--- src/rtl/atlm_pkg.sv ---
// Shared types, constants and the arctangent table for the tilt limit monitor.
package atlm_pkg;

  localparam int CORDIC_STEPS_DEF    = 16;
  localparam int ANGLE_FRAC_BITS_DEF = 8;
  localparam int TABLE_FRAC          = 24;
  localparam int ROOT_ITERS          = 32;
  localparam int OUT_W               = 17;
  localparam int OUT_MAX             = 46080;
  localparam int CFG_AW              = 4;

  typedef enum logic [1:0] {
    REG_ROLL_OFFSET  = 2'd0,
    REG_PITCH_OFFSET = 2'd1,
    REG_ROLL_LIMIT   = 2'd2,
    REG_PITCH_LIMIT  = 2'd3
  } atlm_reg_t;

  typedef enum logic [2:0] {
    LN_IDLE,
    LN_SUM,
    LN_ROOT,
    LN_ROTATE,
    LN_ROUND,
    LN_DONE
  } atlm_lane_state_t;

  typedef struct packed {
    logic start;
    logic take;
  } atlm_lane_ctl_t;

  typedef struct packed {
    logic done;
  } atlm_lane_status_t;

  // Arctangent of 2^-i in degrees scaled by 2^24.
  function automatic logic [31:0] atan_deg(input logic [4:0] i);
    logic [31:0] r;
    case (i)
      5'd0:  r = 32'd754974720;
      5'd1:  r = 32'd445687602;
      5'd2:  r = 32'd235489089;
      5'd3:  r = 32'd119537938;
      5'd4:  r = 32'd60000934;
      5'd5:  r = 32'd30029717;
      5'd6:  r = 32'd15018523;
      5'd7:  r = 32'd7509720;
      5'd8:  r = 32'd3754917;
      5'd9:  r = 32'd1877466;
      5'd10: r = 32'd938734;
      5'd11: r = 32'd469367;
      5'd12: r = 32'd234684;
      5'd13: r = 32'd117342;
      5'd14: r = 32'd58672;
      5'd15: r = 32'd29335;
      5'd16: r = 32'd14668;
      5'd17: r = 32'd7334;
      5'd18: r = 32'd3667;
      5'd19: r = 32'd1833;
      5'd20: r = 32'd917;
      5'd21: r = 32'd458;
      5'd22: r = 32'd229;
      5'd23: r = 32'd115;
      default: r = 32'd0;
    endcase
    return r;
  endfunction

endpackage

--- src/rtl/atlm_angle.sv ---
// One angle lane: sum of squares, digit-serial square root, vectoring CORDIC.
module atlm_angle #(
  parameter int CORDIC_STEPS    = atlm_pkg::CORDIC_STEPS_DEF,
  parameter int ANGLE_FRAC_BITS = atlm_pkg::ANGLE_FRAC_BITS_DEF
) (
  input  logic                               clk,
  input  logic                               rst,
  input  atlm_pkg::atlm_lane_ctl_t           ctl,
  input  logic signed [16:0]                 num,
  input  logic signed [15:0]                 a,
  input  logic signed [15:0]                 b,
  output atlm_pkg::atlm_lane_status_t        status,
  output logic signed [ANGLE_FRAC_BITS+7:0]  angle
);
  import atlm_pkg::*;

  localparam int IW    = (CORDIC_STEPS > 1) ? $clog2(CORDIC_STEPS) : 1;
  localparam int AW    = ANGLE_FRAC_BITS + 8;
  localparam int SHIFT = TABLE_FRAC - ANGLE_FRAC_BITS;
  localparam logic signed [32:0] HALF = 33'sd1 <<< (SHIFT - 1);
  localparam logic signed [32:0] LIM  = 33'sd90 <<< ANGLE_FRAC_BITS;

  atlm_lane_state_t state, state_next;

  logic [31:0]        sq_a, sq_b, rad, root;
  logic [35:0]        rem;
  logic [4:0]         cnt;
  logic [IW-1:0]      ic;
  logic signed [35:0] x, y;
  logic signed [32:0] z;
  logic               nz;

  logic [35:0]        rem_t, trial;
  logic               fits;
  logic signed [35:0] dx, dy;
  logic signed [32:0] zs, zr;
  logic [31:0]        root_next;

  always_comb begin
    rem_t     = {rem[33:0], rad[31:30]};
    trial     = {2'b00, root, 2'b01};
    fits      = rem_t >= trial;
    root_next = {root[30:0], fits};
    dx        = y >>> ic;
    dy        = x >>> ic;
    zs        = z + HALF;
    zr        = zs >>> SHIFT;
  end

  always_ff @(posedge clk) begin
    if (rst) begin
      state <= LN_IDLE;
    end else begin
      state <= state_next;
    end
  end

  always_comb begin
    state_next  = state;
    status.done = state == LN_DONE;
    case (state)
      LN_IDLE:   if (ctl.start) state_next = LN_SUM;
      LN_SUM:    state_next = LN_ROOT;
      LN_ROOT:   if (cnt == 5'(ROOT_ITERS - 1)) state_next = LN_ROTATE;
      LN_ROTATE: if (ic == IW'(CORDIC_STEPS - 1)) state_next = LN_ROUND;
      LN_ROUND:  state_next = LN_DONE;
      LN_DONE:   if (ctl.take) state_next = LN_IDLE;
      default:   state_next = LN_IDLE;
    endcase
  end

  always_ff @(posedge clk) begin
    case (state)
      LN_IDLE: begin
        sq_a <= 32'(a * a);
        sq_b <= 32'(b * b);
        y    <= 36'(num) <<< 16;
        nz   <= num != 17'sd0;
      end
      LN_SUM: begin
        rad  <= sq_a + sq_b;
        rem  <= '0;
        root <= '0;
        cnt  <= '0;
      end
      LN_ROOT: begin
        // The low half of the radicand is all zero, so zeros shift in.
        rem  <= fits ? rem_t - trial : rem_t;
        root <= root_next;
        rad  <= {rad[29:0], 2'b00};
        cnt  <= cnt + 5'd1;
        x    <= $signed({4'b0000, root_next});
        z    <= '0;
        ic   <= '0;
      end
      LN_ROTATE: begin
        if (!y[35]) begin
          x <= x + dx;
          y <= y - dy;
          z <= z + $signed({1'b0, atan_deg(5'(ic))});
        end else begin
          x <= x - dx;
          y <= y + dy;
          z <= z - $signed({1'b0, atan_deg(5'(ic))});
        end
        ic <= ic + IW'(1);
      end
      LN_ROUND: begin
        if (!nz) begin
          angle <= '0;
        end else if (zr > LIM) begin
          angle <= AW'(LIM);
        end else if (zr < -LIM) begin
          angle <= AW'(-LIM);
        end else begin
          angle <= AW'(zr);
        end
      end
      default: begin
      end
    endcase
  end

endmodule

--- src/rtl/accel_tilt_limit_monitor_core.sv ---
// Top level of the accelerometer tilt limit monitor.
//
//  channel  | signals                                   | direction
//  in       | in_valid in_ready accel_x/y/z             | sample in
//  out      | out_valid out_ready roll/pitch_angle,     | result out
//           | tilted tilt_began tilt_cleared            |
//  cfg      | psel penable pwrite paddr pwdata prdata   | register access
//
// A result is loaded once its input transfer has passed the sum, root, rotate and
// round states of both lanes; the next sample can be taken in the cycle after the
// load. The square root resolves one bit per cycle and the CORDIC makes one rotation
// per cycle; roll and pitch run in two lanes side by side.
// Reset is synchronous and puts offsets at 0, limits at 7680 and clears was_tilted.
// A stalled output holds the finished lanes, and in_ready stays low until the
// result moves into the output register.
module accel_tilt_limit_monitor_core #(
  parameter int CORDIC_STEPS    = atlm_pkg::CORDIC_STEPS_DEF,
  parameter int ANGLE_FRAC_BITS = atlm_pkg::ANGLE_FRAC_BITS_DEF
) (
  input  logic                              clk,
  input  logic                              rst,
  input  logic                              in_valid,
  output logic                              in_ready,
  input  logic signed [15:0]                accel_x,
  input  logic signed [15:0]                accel_y,
  input  logic signed [15:0]                accel_z,
  output logic                              out_valid,
  input  logic                              out_ready,
  output logic signed [atlm_pkg::OUT_W-1:0] roll_angle,
  output logic signed [atlm_pkg::OUT_W-1:0] pitch_angle,
  output logic                              tilted,
  output logic                              tilt_began,
  output logic                              tilt_cleared,
  input  logic                              psel,
  input  logic                              penable,
  input  logic                              pwrite,
  input  logic [atlm_pkg::CFG_AW-1:0]       paddr,
  input  logic [31:0]                       pwdata,
  output logic [31:0]                       prdata,
  output logic                              pready
);
  import atlm_pkg::*;

  localparam int AW = ANGLE_FRAC_BITS + 8;
  localparam int DW = ((AW > 16) ? AW : 16) + 1;
  localparam logic signed [DW-1:0] SAT = DW'(OUT_MAX);

  logic signed [15:0] roll_offset, pitch_offset;
  logic [15:0]        roll_limit, pitch_limit;
  logic               was_tilted;
  logic               busy;

  atlm_lane_ctl_t    ctl;
  atlm_lane_status_t roll_st, pitch_st;
  logic signed [AW-1:0] roll_raw, pitch_raw;

  logic signed [DW-1:0]    roll_d, pitch_d;
  logic signed [OUT_W-1:0] roll_s, pitch_s;
  logic [15:0]             roll_abs, pitch_abs;
  logic                    tilt_now, load;
  logic signed [16:0]      neg_x;

  assign pready   = 1'b1;
  assign in_ready = !busy;
  assign neg_x    = -17'(accel_x);
  assign load     = roll_st.done && pitch_st.done && (!out_valid || out_ready);
  assign ctl.start = in_valid && in_ready;
  assign ctl.take  = load;

  atlm_angle #(
    .CORDIC_STEPS(CORDIC_STEPS), .ANGLE_FRAC_BITS(ANGLE_FRAC_BITS)
  ) u_roll (
    .clk(clk), .rst(rst), .ctl(ctl), .num(17'(accel_y)), .a(accel_x), .b(accel_z),
    .status(roll_st), .angle(roll_raw)
  );

  atlm_angle #(
    .CORDIC_STEPS(CORDIC_STEPS), .ANGLE_FRAC_BITS(ANGLE_FRAC_BITS)
  ) u_pitch (
    .clk(clk), .rst(rst), .ctl(ctl), .num(neg_x), .a(accel_y), .b(accel_z),
    .status(pitch_st), .angle(pitch_raw)
  );

  always_comb begin
    roll_d  = DW'(roll_raw) - DW'(roll_offset);
    pitch_d = DW'(pitch_raw) - DW'(pitch_offset);
    if (roll_d > SAT) roll_s = OUT_W'(OUT_MAX);
    else if (roll_d < -SAT) roll_s = -OUT_W'(OUT_MAX);
    else roll_s = OUT_W'(roll_d);
    if (pitch_d > SAT) pitch_s = OUT_W'(OUT_MAX);
    else if (pitch_d < -SAT) pitch_s = -OUT_W'(OUT_MAX);
    else pitch_s = OUT_W'(pitch_d);
    roll_abs  = roll_s[OUT_W-1] ? 16'(-roll_s) : 16'(roll_s);
    pitch_abs = pitch_s[OUT_W-1] ? 16'(-pitch_s) : 16'(pitch_s);
    tilt_now  = (roll_abs > roll_limit) || (pitch_abs > pitch_limit);
  end

  always_ff @(posedge clk) begin
    if (rst) begin
      busy       <= 1'b0;
      out_valid  <= 1'b0;
      was_tilted <= 1'b0;
    end else begin
      if (ctl.start) begin
        busy <= 1'b1;
      end else if (load) begin
        busy <= 1'b0;
      end
      if (load) begin
        out_valid  <= 1'b1;
        was_tilted <= tilt_now;
      end else if (out_ready) begin
        out_valid <= 1'b0;
      end
    end
  end

  always_ff @(posedge clk) begin
    if (load) begin
      roll_angle   <= roll_s;
      pitch_angle  <= pitch_s;
      tilted       <= tilt_now;
      tilt_began   <= tilt_now && !was_tilted;
      tilt_cleared <= !tilt_now && was_tilted;
    end
  end

  always_ff @(posedge clk) begin
    if (rst) begin
      roll_offset  <= '0;
      pitch_offset <= '0;
      roll_limit   <= 16'd7680;
      pitch_limit  <= 16'd7680;
    end else if (psel && penable && pwrite) begin
      case (atlm_reg_t'(paddr[3:2]))
        REG_ROLL_OFFSET:  roll_offset  <= $signed(pwdata[15:0]);
        REG_PITCH_OFFSET: pitch_offset <= $signed(pwdata[15:0]);
        REG_ROLL_LIMIT:   roll_limit   <= pwdata[15:0];
        REG_PITCH_LIMIT:  pitch_limit  <= pwdata[15:0];
        default: begin
        end
      endcase
    end
  end

  always_comb begin
    case (atlm_reg_t'(paddr[3:2]))
      REG_ROLL_OFFSET:  prdata = 32'(roll_offset);
      REG_PITCH_OFFSET: prdata = 32'(pitch_offset);
      REG_ROLL_LIMIT:   prdata = {16'd0, roll_limit};
      REG_PITCH_LIMIT:  prdata = {16'd0, pitch_limit};
      default:          prdata = '0;
    endcase
  end

endmodule

--- config.mk ---
export PLATFORM = sky130hd
export DESIGN_NAME = accel_tilt_limit_monitor_core
export DESIGN_NICKNAME = d
export VERILOG_FILES = /design/src/rtl/atlm_pkg.sv /design/src/rtl/atlm_angle.sv /design/src/rtl/accel_tilt_limit_monitor_core.sv
export SDC_FILE = /design/constraint.sdc
export NUM_CORES = 2
export LEC_CHECK = 0
export BUFFER_PORTS_ARGS = -buffer_cell sky130_fd_sc_hd__buf_2
export CORE_ASPECT_RATIO = 1.4
export CORE_UTILIZATION = 40
export CTS_BUF_LIST = sky130_fd_sc_hd__clkbuf_2 sky130_fd_sc_hd__clkbuf_4 sky130_fd_sc_hd__clkbuf_8
export DETAILED_ROUTE_END_ITERATION = 8
export HOLD_SLACK_MARGIN = 0.08
export PLACE_DENSITY = 0.67
export SYNTH_ARGS = -nofsm -noshare
export SYNTH_HDL_FRONTEND = slang
export SYNTH_SLANG_ARGS = --single-unit
--- constraint.sdc ---
create_clock -name clk -period 6.1 [get_ports clk]
set_input_delay 0 -clock clk [delete_from_list [all_inputs] [get_ports clk]]
set_output_delay 0 -clock clk [all_outputs]
set_load 0.02 [all_outputs]
Yosys cells after proc, flatten, opt, wreduce, memory -nomap -nowiden
Memories as Yosys holds them, arrays and structs flattened. A register that Yosys moved wholly into a read port is not among the register bits.
Cells that the tools add are included.
Storage, ports and cells
  register bits after elaboration: 696
  bits in latches: 0
  bits in writable memories: 0
  memory bits (read-only): 1920
  output and inout port bits: 72
  logic and storage cells: 214
  memories: 4
Memories
  (no name shown): words 16, bits a word 30, read ports 1, clocked after memory_dff 1, wr ports 0, line atlm_pkg.sv:40  | case (i)
  (no name shown): words 16, bits a word 30, read ports 1, clocked after memory_dff 1, wr ports 0, line atlm_pkg.sv:40
  (no name shown): words 16, bits a word 30, read ports 1, clocked after memory_dff 1, wr ports 0, line atlm_pkg.sv:40
  (no name shown): words 16, bits a word 30, read ports 1, clocked after memory_dff 1, wr ports 0, line atlm_pkg.sv:40
Operators by class
  add/subtract/negate cells: 27
  multiply operators: 3
  div/mod/pow operators: 0
  magnitude comparators: 12
  equal/unequal tests: 25
  shifts and indexed selects: 4
  muxes and demuxes: 59
  bitwise gates (word level): 2
  reductions and logical operators: 36
Operator list (number)
  $pmux W36 S2: 4
  $mux W32: 8
  $pmux W32 S2: 4
  $add A36 B36 Y36: 4
  $mux W36: 4
  $sshr A36 B4 Y36: 4
  $sub A36 B36 Y36: 4
  $pmux W34 S2: 2
  $pmux W33 S2: 2
  $pmux W32 S4: 1
  $mul A16 B16 Y32: 3
  $ge A36 B34 Y1: 2
  $mux W17: 4
  $mux W34: 2
  $sub A34 B34 Y34: 2
  $add A33 B17 Y33 const B: 2
  $add A33 B33 Y33: 2
  $mux W33: 2
  $sub A33 B33 Y33: 2
  $add A32 B32 Y32: 2
  $mux W16: 4
  $pmux W3 S6: 2
  $gt A17 B16 Y1 const B: 2
  $gt A17 B17 Y1 const B: 2
  other kinds (35): 98

Logic depth before layout (Yosys ltp)
  word-level depth: 10
  mapped depth: 30
  mapped depth without buffers: 28

By module
Synthesis repeated with hierarchy kept, for this count alone.
Second synthesis, totals
  cells, all modules: 10596
  area total of the unflattened synthesis: 97141.9 sq um
By module, submodules not included
  atlm_angle (u_pitch): instances 1, cells an instance 4861, area each 44734.2 sq um, seq. area each 9399.0 sq um
  atlm_angle (u_roll): instances 1, cells an instance 4670, area each 43798.3 sq um, seq. area each 9399.0 sq um
  accel_tilt_limit_monitor_core: instances 1, cells an instance 1065, area each 8609.5 sq um, seq. area each 2452.4 sq um

Least setup slack after synthesis
OpenSTA, ideal clock, no wires.
  path type: flip-flop to flip-flop
  start: reg u_roll.ic[3]
  end: reg u_roll.y[35], data pin
  library setup time: 0.269 ns
  arrival: 6.164 ns
  setup slack: -0.333 ns
  cell stages (with the launch flop): 29
  clock period less this slack: 6.433 ns
  cell sequence: edfxtp_1 > clkbuf_1 > clkbuf_1 > buf_1 > clkbuf_1 > buf_1 > clkbuf_1 > buf_1 > nand2_1 > o21ai_0 > ha_1 > nand3_1 > nor3_1 > and3_1 > clkbuf_1 > a21oi_1 > xnor2_1 > ha_1 > nand4_1 > nor3_1 > nand3_1 > o31ai_1 > nor2_1 > or4b_2 > a21oi_1 > or3_1 > o41a_1 > xor2_1 > o21ai_0
Between the ends
  cells in the longest elaborated chain, start to end: 4
  elaborated cells between the ends (all ways): 5
  those cells by class: add/sub: 2; shift: 1; mux: 2
Ends and longest elaborated chain
  start, declared: line atlm_angle.sv:28  | logic [IW-1:0] ic;
  start signal, assigned: line atlm_angle.sv:106  | ic <= ic + IW'(1);
  $sshr A36 B4 Y36 (*): line atlm_angle.sv:45  | dy = x >>> ic;
  $sub A36 B36 Y36 or $add A36 B36 Y36 (tied branches): line atlm_angle.sv:99, atlm_angle.sv:103
  $mux W36 (*): line atlm_angle.sv:97  | if (!y[35]) begin
  $pmux W36 S2 (*): line atlm_angle.sv:73  | case (state)
  end signal, assigned: line atlm_angle.sv:77  | y <= 36'(num) <<< 16;
  end signal, assigned: line atlm_angle.sv:99  | y <= y - dy;
  end signal, assigned: line atlm_angle.sv:103  | y <= y + dy;
  end, declared: line atlm_angle.sv:29  | logic signed [35:0] x, y;
Every way passes the cells marked *; elsewhere a longest branch is shown, timed or not.
A chain may end at the register's enable or synchronous reset.

Final worst setup path
  start: in accel_z[1]
  end: reg u_pitch.sq_b[30], data pin
Between the ends
  cells in the longest elaborated chain, start to end: 1
Ends and longest elaborated chain
  start, declared: line accel_tilt_limit_monitor_core.sv:26  | input logic signed [15:0] accel_z,
  $mul A16 B16 Y32: line atlm_angle.sv:76  | sq_b <= 32'(b * b);
  end signal, assigned: line atlm_angle.sv:76
  end, declared: line atlm_angle.sv:25  | logic [31:0] sq_a, sq_b, rad, root;
Every way passes these cells.

==> reports/metrics.cfg <==
[status]
status=completed

[logic_synthesis]
synth-compound-area-share_pct=13.44
synth-simple-area-share_pct=13.73
synthAdderAreaFrac_pct=26.86
syn_nets=10740
synthArstFlopShare_pct=0
synth_top_family_by_area=adder cells
syn_area_per_cell_um2=9.356
synth_edf_count=619
synth_warnings=0
synthFlopType=edfxtp_1
synth_top_area_share_pct=21.52
syn_inst=9232
synthTopCellsByArea=edfxtp_1 22%, fa_1 17%, ha_1 10%
synthXorXnorAreaFrac_pct=6.611
synth_largest_area_cell=edfxtp_1
yosys-top-cells-count=1,202 x inv_1, 815 x nand2_1, 798 x nor2_1
synth_cell_types=104
ys_ff_latch=752
yosysMostFrequentCell=inv_1
netlist_area_um2=86380
synth_mux_area_share_pct=7.635
synth_seq_area_share_pct=24.60

[finish]
fin_cells=12690
drive_above_1_share_pct=12.90
nNetsFinal=11250
area_growth_pct=12.83

[routing]
via_count=68790
via_per_inst=5.419
route.detailed.drc=0
wl_um=226700
first_pass_iters=6
first_iter_violations=4444
postRouteAntennaNets=0
post_drt_wl_per_cell_um=17.86

[sta]
hold_viol_final=0
setup_viol=0
max_freq_mhz=167.7
worst_pin_slew_ns=1.214
clock_skew_ns=0.07711
fin_crit_sh_pct=97.77
fin_crit_ns=5.964
tns_ns=0
max_slew_margin_pct=16.94
fin_ws_ns=0.1360
slew_violations=0

[clock_network]
cts_made_buffers=133
insertion_delay_ns=0.90
clk_pin_slew_worst_paths_ns=0.07
cts_root_buf=clkbuf_8
cts_max_path_buffers=3
clkSinkCount=752
htreeDepth=4
cts_tree=yes

[floorplanning]
die_y_um=551.8
dieArea_um2=217800
io_pins=163
die_w_um=394.7
core_um2=214300
initial_core_util_pct=40.31
rows=201

[setup_path]
worstPathBufferInverterCount=7
crit_path_max_incr_delay_ns=0.53
cp_slowest_cell=dlygate4sd3_1
required_ns=6.71
worstPathArrival_ns=6.58
crit_top_cell=fa_1
worst_setup_path_end_kind=flip-flop
worstPathMaxFanout=13
path_class=in -> reg
crit_family=adder cells
crit_path_start_kind=input pin

[global_routing]
grt.total_usage_pct=20.64
grt_max_degree=74
grt_pass1_wl_um=367000
overflow=0
grt_antenna_before_repair=9
grt_pass1_vias=72330

[placed_design]
placedCellCount=12330
dpl.hpwl_um=180700
gp_congestion=0.9300
pre_cts_ws_ns=-0.2724
numPortBuffers=143

[min_path]
hp-class=in -> reg

[flow_run]
cap_violations=0

-- flip-flops by register name, summed over array words and instances, names as in the netlist, 17 cells and up, named ones only --
name	count
u_roll.y	36
pitch_angle	17
roll_angle	17
u_pitch.rad	32
u_roll.sq_b	31
u_pitch.x	36
u_pitch.sq_b	31
u_roll.rad	32
u_roll.root	32
u_pitch.z	33
u_roll.rem	34
u_roll.x	36
u_pitch.y	36
u_pitch.sq_a	31
u_pitch.rem	34
u_roll.z	33
u_pitch.root	32
u_roll.sq_a	31
-- placed cells by master, fill, tap and decap left out, types with 49 or more instances in the layout --
master	netlist	routed
nor3_1	149	144
edfxtp_1	619	619
nor2b_1	78	78
dfxtp_1	133	133
clkbuf_8	0	142
a31oi_1	84	81
mux4_2	161	162
nand3_1	115	114
nand4_1	49	49
buf_2	34	139
xor2_1	222	222
nand2_1	815	812
a21o_1	204	204
and3_1	79	79
nand2b_1	98	96
nor2_1	798	788
mux2_2	71	71
and2_1	173	173
a211oi_1	78	72
dlygate4sd3_1	0	90
o21ai_0	385	377
o21bai_1	58	58
o21a_1	76	75
a21oi_1	611	602
ha_1	690	687
xnor2_1	430	427
inv_1	1202	1200
buf_4	27	481
mux2i_1	175	172
fa_1	726	724
-- logic make-up (layout without fill, tap and decap cells) --
group / after synthesis / count (layout)
AOI/OAI and AO/OA: 1852 / 1852
xor gates and xnor gates: 652 / 652
adders and majority gates: 1419 / 1419
buffers and inverters: 1578 / 2194
DFF: 752 / 752
muxes: 424 / 424
other: 1 / 5
and+or+nand+nor: 2554 / 2554
-- cell type report --
| class | instances | area [um^2] |
|---|---|---|
| timing repair buffer | 735 | 5638 |
| tap | 2842 | 3556 |
| fill | 20300 | 116800 |
| clock inverter | 78 | 769.5 |
| antenna | 4 | 10.01 |
| clock buffer | 166 | 2135 |
| inverter | 1215 | 4563 |
| multi-input combinational | 6902 | 59540 |
| sequential | 752 | 21250 |
-- layer usage --
| layer | share of wire (%) | wire length (um) | global-route usage (%) | vias up |
|---|---|---|---|---|
| met3 | 3.3 | 7558 | 1.998 | 589 |
| met5 | 0.020 | 46 | 0 | - |
| met1 | 38 | 85070 | 22.18 | 33770 |
| met2 | 54 | 122900 | 39.96 | 1680 |
| li1 | - | - | - | 32750 |
| met4 | 4.9 | 11090 | 10.08 | 8 |
-- per-stage QoR --
step,hold slack (ns),area (um^2),util (%)
2_1_floorplan,0.09887,86410,-
4_1_cts,0.08864,96890,45.22
5_1_grt,0.1581,97460,45.48
6_report,0.1923,97460,45.48
3_5_place_dp,0.2925,92920,43.36
3_3_place_gp,0.2802,92920,43.36
-- worst min-delay path: stages --
cell and delay [ns]:
dlygate4sd3_1 0.57, buf_2 0.15, buf_4 0.19
-- what timing repair did --
| item | 4_1_cts | 5_1_grt |
|---|---|---|
| endpoints found under the hold margin | 129 | 0 |
| hold buffers | 90 | 0 |
| cloned | 0 | 3 |
| pin swaps | 2 | 20 |
| setup endpoints to repair | 4 | 45 |
| gates resized for setup | 13 | 94 |
| setup buffers | 13 | 11 |
-- worst paths after layout --
kind	from	end	slack [ns]	depth (start not counted)
max reg2reg	u_roll.ic[1]	u_roll.y[35]	0.23	21
max	accel_z[1]	u_pitch.sq_b[30]	0.14	26
min reg2reg	pitch_offset[9]	pitch_offset[9]	0.48	2
min	accel_x[0]	u_roll.sq_a[0]	0.19	3
Power is not shown: default switching activity piles up to over one toggle a cycle in this logic, so the estimate is an artifact.
